### src/sv/lcst_pkg.sv
// Shared constants and digit arithmetic for the lock code spanning tree block.
package lcst_pkg;

  localparam int MAX_KEYS = 512;
  localparam int IDX_W = $clog2(MAX_KEYS);
  localparam int CNT_W = $clog2(MAX_KEYS + 1);
  localparam int KEY_W = 16;
  localparam int DIGIT_W = 4;
  localparam int DIGITS = 4;
  localparam int DIST_W = 5;
  localparam int TOTAL_W = 14;

  localparam logic [DIGIT_W-1:0] DIGIT_MAX = 4'd9;
  localparam logic [DIGIT_W-1:0] RADIX = 4'd10;
  localparam logic [DIGIT_W-1:0] HALF_TURN = 4'd5;
  localparam logic [DIST_W-1:0] DIST_NONE = '1;
  localparam logic [TOTAL_W-1:0] TOTAL_MAX = '1;

  typedef logic [KEY_W-1:0] key_t;
  typedef logic [DIST_W-1:0] dist_t;

  function automatic key_t clamp_key(input key_t raw);
    key_t out;
    logic [DIGIT_W-1:0] d;
    out = '0;
    for (int s = 0; s < DIGITS; s++) begin
      d = raw[s*DIGIT_W +: DIGIT_W];
      out[s*DIGIT_W +: DIGIT_W] = (d > DIGIT_MAX) ? DIGIT_MAX : d;
    end
    return out;
  endfunction

  function automatic logic [DIGIT_W-1:0] digit_turns(input logic [DIGIT_W-1:0] a,
                                                     input logic [DIGIT_W-1:0] b);
    logic [DIGIT_W-1:0] diff;
    diff = (a > b) ? a - b : b - a;
    return (diff > HALF_TURN) ? RADIX - diff : diff;
  endfunction

  function automatic dist_t zero_dist(input key_t k);
    dist_t sum;
    sum = '0;
    for (int s = 0; s < DIGITS; s++) begin
      sum = sum + DIST_W'(digit_turns('0, k[s*DIGIT_W +: DIGIT_W]));
    end
    return sum;
  endfunction

endpackage

### src/sv/lcst_dist.sv
// Shared distance unit: digit turns between two packed-BCD lock codes.
module lcst_dist (
  input  lcst_pkg::key_t  key_a,
  input  lcst_pkg::key_t  key_b,
  output lcst_pkg::dist_t key_span
);
  import lcst_pkg::*;

  logic [DIGIT_W-1:0] turns [DIGITS];

  always_comb begin
    for (int s = 0; s < DIGITS; s++) begin
      turns[s] = digit_turns(key_a[s*DIGIT_W +: DIGIT_W], key_b[s*DIGIT_W +: DIGIT_W]);
    end
  end

  assign key_span = DIST_W'(turns[0]) + DIST_W'(turns[1]) + DIST_W'(turns[2])
                  + DIST_W'(turns[3]);

endmodule

### config.mk
export PLATFORM = sky130hd
export DESIGN_NAME = lcst_dist
export DESIGN_NICKNAME = d
export VERILOG_FILES = /design/src/sv/lcst_pkg.sv /design/src/sv/lcst_dist.sv
export SDC_FILE = /design/constraint.sdc
export NUM_CORES = 1
export LEC_CHECK = 0
export ABC_AREA = 1
export BUFFER_PORTS_ARGS = -buffer_cell sky130_fd_sc_hd__buf_2
export CAP_MARGIN = 40
export CELL_PAD_IN_SITES_DETAIL_PLACEMENT = 2
export CELL_PAD_IN_SITES_GLOBAL_PLACEMENT = 2
export CORE_MARGIN = 2
export CORE_UTILIZATION = 36
export DETAILED_ROUTE_END_ITERATION = 10
export MAX_ROUTING_LAYER = met4
export PLACE_DENSITY = 0.92
export SLEW_MARGIN = 20
export SYNTH_ARGS = -nofsm -noshare
export SYNTH_HDL_FRONTEND = slang
export SYNTH_SLANG_ARGS = --single-unit
export TNS_END_PERCENT = 100
### constraint.sdc
create_clock -name vclk -period 9.4
set_input_delay 1.41 -clock vclk [all_inputs]
set_output_delay 1.41 -clock vclk [all_outputs]
set_load 0.01 [all_outputs]
**After elaboration in Yosys (flattened, before gate mapping)**

Index checks and enable logic that the tools add are counted.
Widths: inputs -> output; s select.

- Bits in registers: 0
- Latch bits: 0
- Memory bits (writable): 0
- ROM bits: 0
- Input port bits: 32
- Output and inout port bits: 5
- Logic and storage cells: 31
- Memories kept: 0

- $add $sub $neg: 15
- $mul: 0
- Div/mod/pow operators: 0
- $lt $le $gt $ge: 8
- Equal/unequal tests: 0
- Shift-type cells: 0
- Muxes and demuxes: 8
- Bitwise logic cells: 0
- Reductions and logical operators: 0

Operator list:

| operator | count |
|---|---|
| $mux 4 | 8 |
| $sub 4x4->4 | 8 |
| $gt 4x3->1 const B | 4 |
| $gt 4x4->1 | 4 |
| $sub 4x4->4 const A | 4 |
| $add 5x4->5 | 2 |
| $add 4x4->5 | 1 |

**Depth between registers and ports, before layout**

- Depth after elaboration: 7
- Depth in mapped cells: 25
- Mapped depth without buffers: 25

**Least setup slack after synthesis**

No wires, ideal clock.

- Kind: input to output
- Start point: in key_a[8]
- End point: out key_span[3]
- Data arrival time: 4.860 ns
- Data required time: 7.990 ns
- Setup slack: 3.130 ns
- Stages: 22
- Path through: inv_1 ha_1 inv_1 fa_1 nand2_2 nand2_2 nand3_4 nand2_2 nand2_2 inv_1 ha_1 nor2_4 nand2_2 nand2_2 nand2_1 o21ai_1 fa_1 fa_1 ha_1 inv_1 fa_1 xnor2_1

- Longest elaborated chain between the ends: 6
- Elaborated cells between the ends (all ways): 9
- Classes of those cells: add/sub (5); order compare (2); mux (2)

RTL lines:

| what | RTL line | source |
|---|---|---|
| start, declared | lcst_dist.sv:3 | `input lcst_pkg::key_t key_a,` |
| $sub 4x4->4 or $gt 4x4->1 (tied branches) | lcst_pkg.sv:36 | `diff = (a > b) ? a - b : b - a;` |
| $mux 4 (*) | lcst_pkg.sv:36 |  |
| $sub 4x4->4 or $gt 4x3->1 (tied branches) | lcst_pkg.sv:37 | `return (diff > HALF_TURN) ? RADIX - diff : diff;` |
| $mux 4 (*) | lcst_pkg.sv:37 |  |
| $add 5x4->5 (*) | lcst_dist.sv:17 | `assign key_span = DIST_W'(turns[0]) + DIST_W'(turns[1]) + DIST_W'(turns[2])` |
| $add 5x4->5 (*) | lcst_dist.sv:18 | `+ DIST_W'(turns[3]);` |
| end, declared | lcst_dist.sv:5 | `output lcst_pkg::dist_t key_span` |

Every way passes the cells marked *; elsewhere a longest branch is shown, timed or not.

**Worst setup path in the final report**

- Start point: in key_a[4]
- End point: out key_span[3]

- Longest elaborated chain between the ends: 7
- Elaborated cells between the ends (all ways): 10
- Classes of those cells: add/sub (6); order compare (2); mux (2)

RTL lines:

| what | RTL line |
|---|---|
| $sub 4x4->4 or $gt 4x4->1 (tied branches) | lcst_pkg.sv:36 |
| $mux 4 (*) | lcst_pkg.sv:36 |
| $sub 4x4->4 or $gt 4x3->1 (tied branches) | lcst_pkg.sv:37 |
| $mux 4 (*) | lcst_pkg.sv:37 |
| $add 4x4->5 (*) | lcst_dist.sv:17 |
| $add 5x4->5 (*) | lcst_dist.sv:17 |
| $add 5x4->5 (*) | lcst_dist.sv:18 |

Marked as above.

==> key figures <==
Pwr
  • Max VDD drop: between 0.0003 and 0.0004 V
  • P_int: roughly 0.22 mW
  • Reg power frac: 0%
  • Power Density: between 200 and 250 nW/µm²
  • Sw Pwr: 0.296 mW
  • Clock network power share: 0%
  • Comb pwr share: 100.0%
  • LEAKAGE: around 1.4 nW
  • Net Sw Frac: between 50% and 60%

Detailed routing
  • DR pass1 iterations: 4
  • Vias/cell: between 4 and 5
  • # DRC: 0
  • DR vias: ~2000
  • Total Wirelength: between 5000 and 6000 µm
  • DRT antenna net count: 0
  • Initial DRC count: 27
  • Wire per inst: about 14 µm

Setup path
  • Crit path capture type: primary output
  • Critical path fanouts, max: 4
  • Worst-path cell chain: buf_2 -> inv_1 -> ha_1 -> inv_1 -> fa_1 -> a21oi_4 -> o21bai_4 -> nand2_2 -> nand2_1 -> o21ai_2 -> ha_1 -> nor2_1 -> nand2_1 -> nand2_1 -> nand2_1 -> nand2_1 -> fa_1 -> fa_1 -> ha_1 -> inv_1 -> fa_1 -> xnor2_1 -> buf_2
  • Buf/Inv on CP: 5
  • CP Data Arrival Time: 5360 ps
  • CP Data Required Time: ~8000 ps
  • Crit-path most repeated cell: nand2_1
  • WS Path Type: primary input to primary output
  • CP peak stage delay: approximately 560 ps
  • CP Launch Type: primary input
  • Crit-path leading delay family: adder cells
  • Max stage delay cell, worst path: fa_1

Synth
  • Top cells by count, synth: inv_1 (72), nand2_1 (62), ha_1 (41)
  • Post-synth top area cell: ha_1
  • Register area share after synthesis: 0%
  • Syn nets: 397
  • Cells after synthesis: between 300 and 400
  • Syn Area/Cell: 6.89 µm²
  • Yosys warnings: 0
  • Post-Syn Area: roughly 2100 µm²
  • Count leader, synth: inv_1
  • Yosys cell types: 30
  • Top post-synthesis cells by area: ha_1 (24%), fa_1 (15%), inv_1 (13%), nand2_1 (11%), nand3_1 (8.5%)
  • Post-synth top area share: 24.2%

Cells and area
  • Finished Core Util: 42.2%
  • Area grow syn2layout: 11.4%
  • Layout cells sized above 1: between 20% and 30%
  • Final #Nets: approximately 430
  • Final antenna diode count: 0
  • Area taken by flip-flops and latches: 0 µm²
  • Fin cells: 413
  • Clock buffer count: 0
  • Seq Cell Count: 0

Timing
  • Pins Over Slew Limit: 0
  • Hold Vio Cnt, Final: 0
  • FMAX: approximately 150 MHz
  • Final setup TNS: 0 ps
  • Slew HR: 72.7%
  • Worst-Margin Slew: ~400 ps
  • Final worst-path cycle share: between 70 and 80%
  • Final setup fails: 0
  • Final worst path period need: between 6000 and 7000 ps
  • RSZ-0062 raised after global routing: false

Global routing
  • Global-route wire length before repair: ~9900 µm
  • Antenna violations before repair: 0
  • Vias in the first global route: 2223
  • Remaining Overflow, GRT: 0
  • GRT Util Overall: around 19%
  • Pin count of the biggest net entering global routing: 9

Clock tree
  • # resized after CTS: 0
  • Hold_buf cts: 0
  • Setup repair bufs after CTS: 0

Worst hold path
  • Hold Path Class: primary input to primary output

Floorplanning
  • Row count: 27
  • IO Pins: 37
  • Floorplan Core Area: about 5600 µm²
  • Initial Util: approximately 38%
  • Die span in x: 80.8 µm
  • Die area: approximately 6500 µm²
  • Die height: between 80 and 90 µm

Status
  • Status: finished, final reports clean

Run
  • # Max-Cap Violations: 0

Placement
  • Hpwl dp: 5430 µm
  • Port buffer count: 37
  • Gpl congestion: roughly 0.8
  • Placed instance count: roughly 410
[power by group through the flow]
stage | clock (mW) | combinational [mW] | sequential [mW]
after floorplan | 0 | 0.359 | 0
after global placement | 0 | 0.479 | 0
after detailed placement | 0 | 0.522 | 0
after CTS | 0 | 0.524 | 0
after global routing | 0 | 0.584 | 0
final | 0 | 0.513 | 0
[layer usage]
| metal | track usage, % | wire length (µm) |
|---|---|---|
| met5 | - | 0 |
| met2 | 38.9 | 3230 |
| met3 | 0 | 58 |
| met1 | 22.4 | 2450 |
| met4 | 0.508 | 19 |
[layout make-up]
cell class | count | area [µm²]
fillers | 736 | 3240
inverters | 75 | 284
multi-input cells | 229 | 1810
well taps | 72 | 90.1
repair buffers | 37 | 185
[final timing paths]
| path | start | endpoint | slack [ps] | depth (start not counted) |
|---|---|---|---|---|
| hold / removal | key_b[0] | key_span[0] | 3620 | 5 |
| setup / recovery | key_a[4] | key_span[3] | 2630 | 23 |
[layout by cell type (no fill, tap or decap), types with 3 or more instances in the layout]
master   Yosys  final
a21oi_1      7      7
buf_2        0     37
fa_1        16     16
ha_1        41     41
inv_1       72     72
nand2_1     62     62
nand2_2     20     20
nand2_4      3      3
nand3_1     36     36
nand4_1      7      7
nor2_1       5      5
xnor2_1      7      7
xor2_1       7      7
[metrics by stage]
stage	power (mW)	cell area [µm²]	worst slack (ps)	hold WS (ps)
final	0.513	2360	2630	3620
after CTS	0.524	2360	2600	3630
after floorplan	0.359	2120	3130	3330
after detailed placement	0.522	2360	2610	3630
after global placement	0.479	2360	2770	3590
after global routing	0.584	2360	2390	3680
[cells by family after synthesis]
group,count (synthesis),share of synthesized area (%)
AND/OR/NAND/NOR,141,33.8
buffers and inverters,79,15.0
AO/OA/AOI/OAI,16,5.48
XOR/XNOR,15,6.54
adder cells (fa/ha/maj),57,39.2
[worst min-delay path, delay by kind of cell]
family	cells	cell delay [ps]
fa+ha+maj	2	420
buf+inv	3	370
No activity file was read; power rests on OpenSTA's default activity.
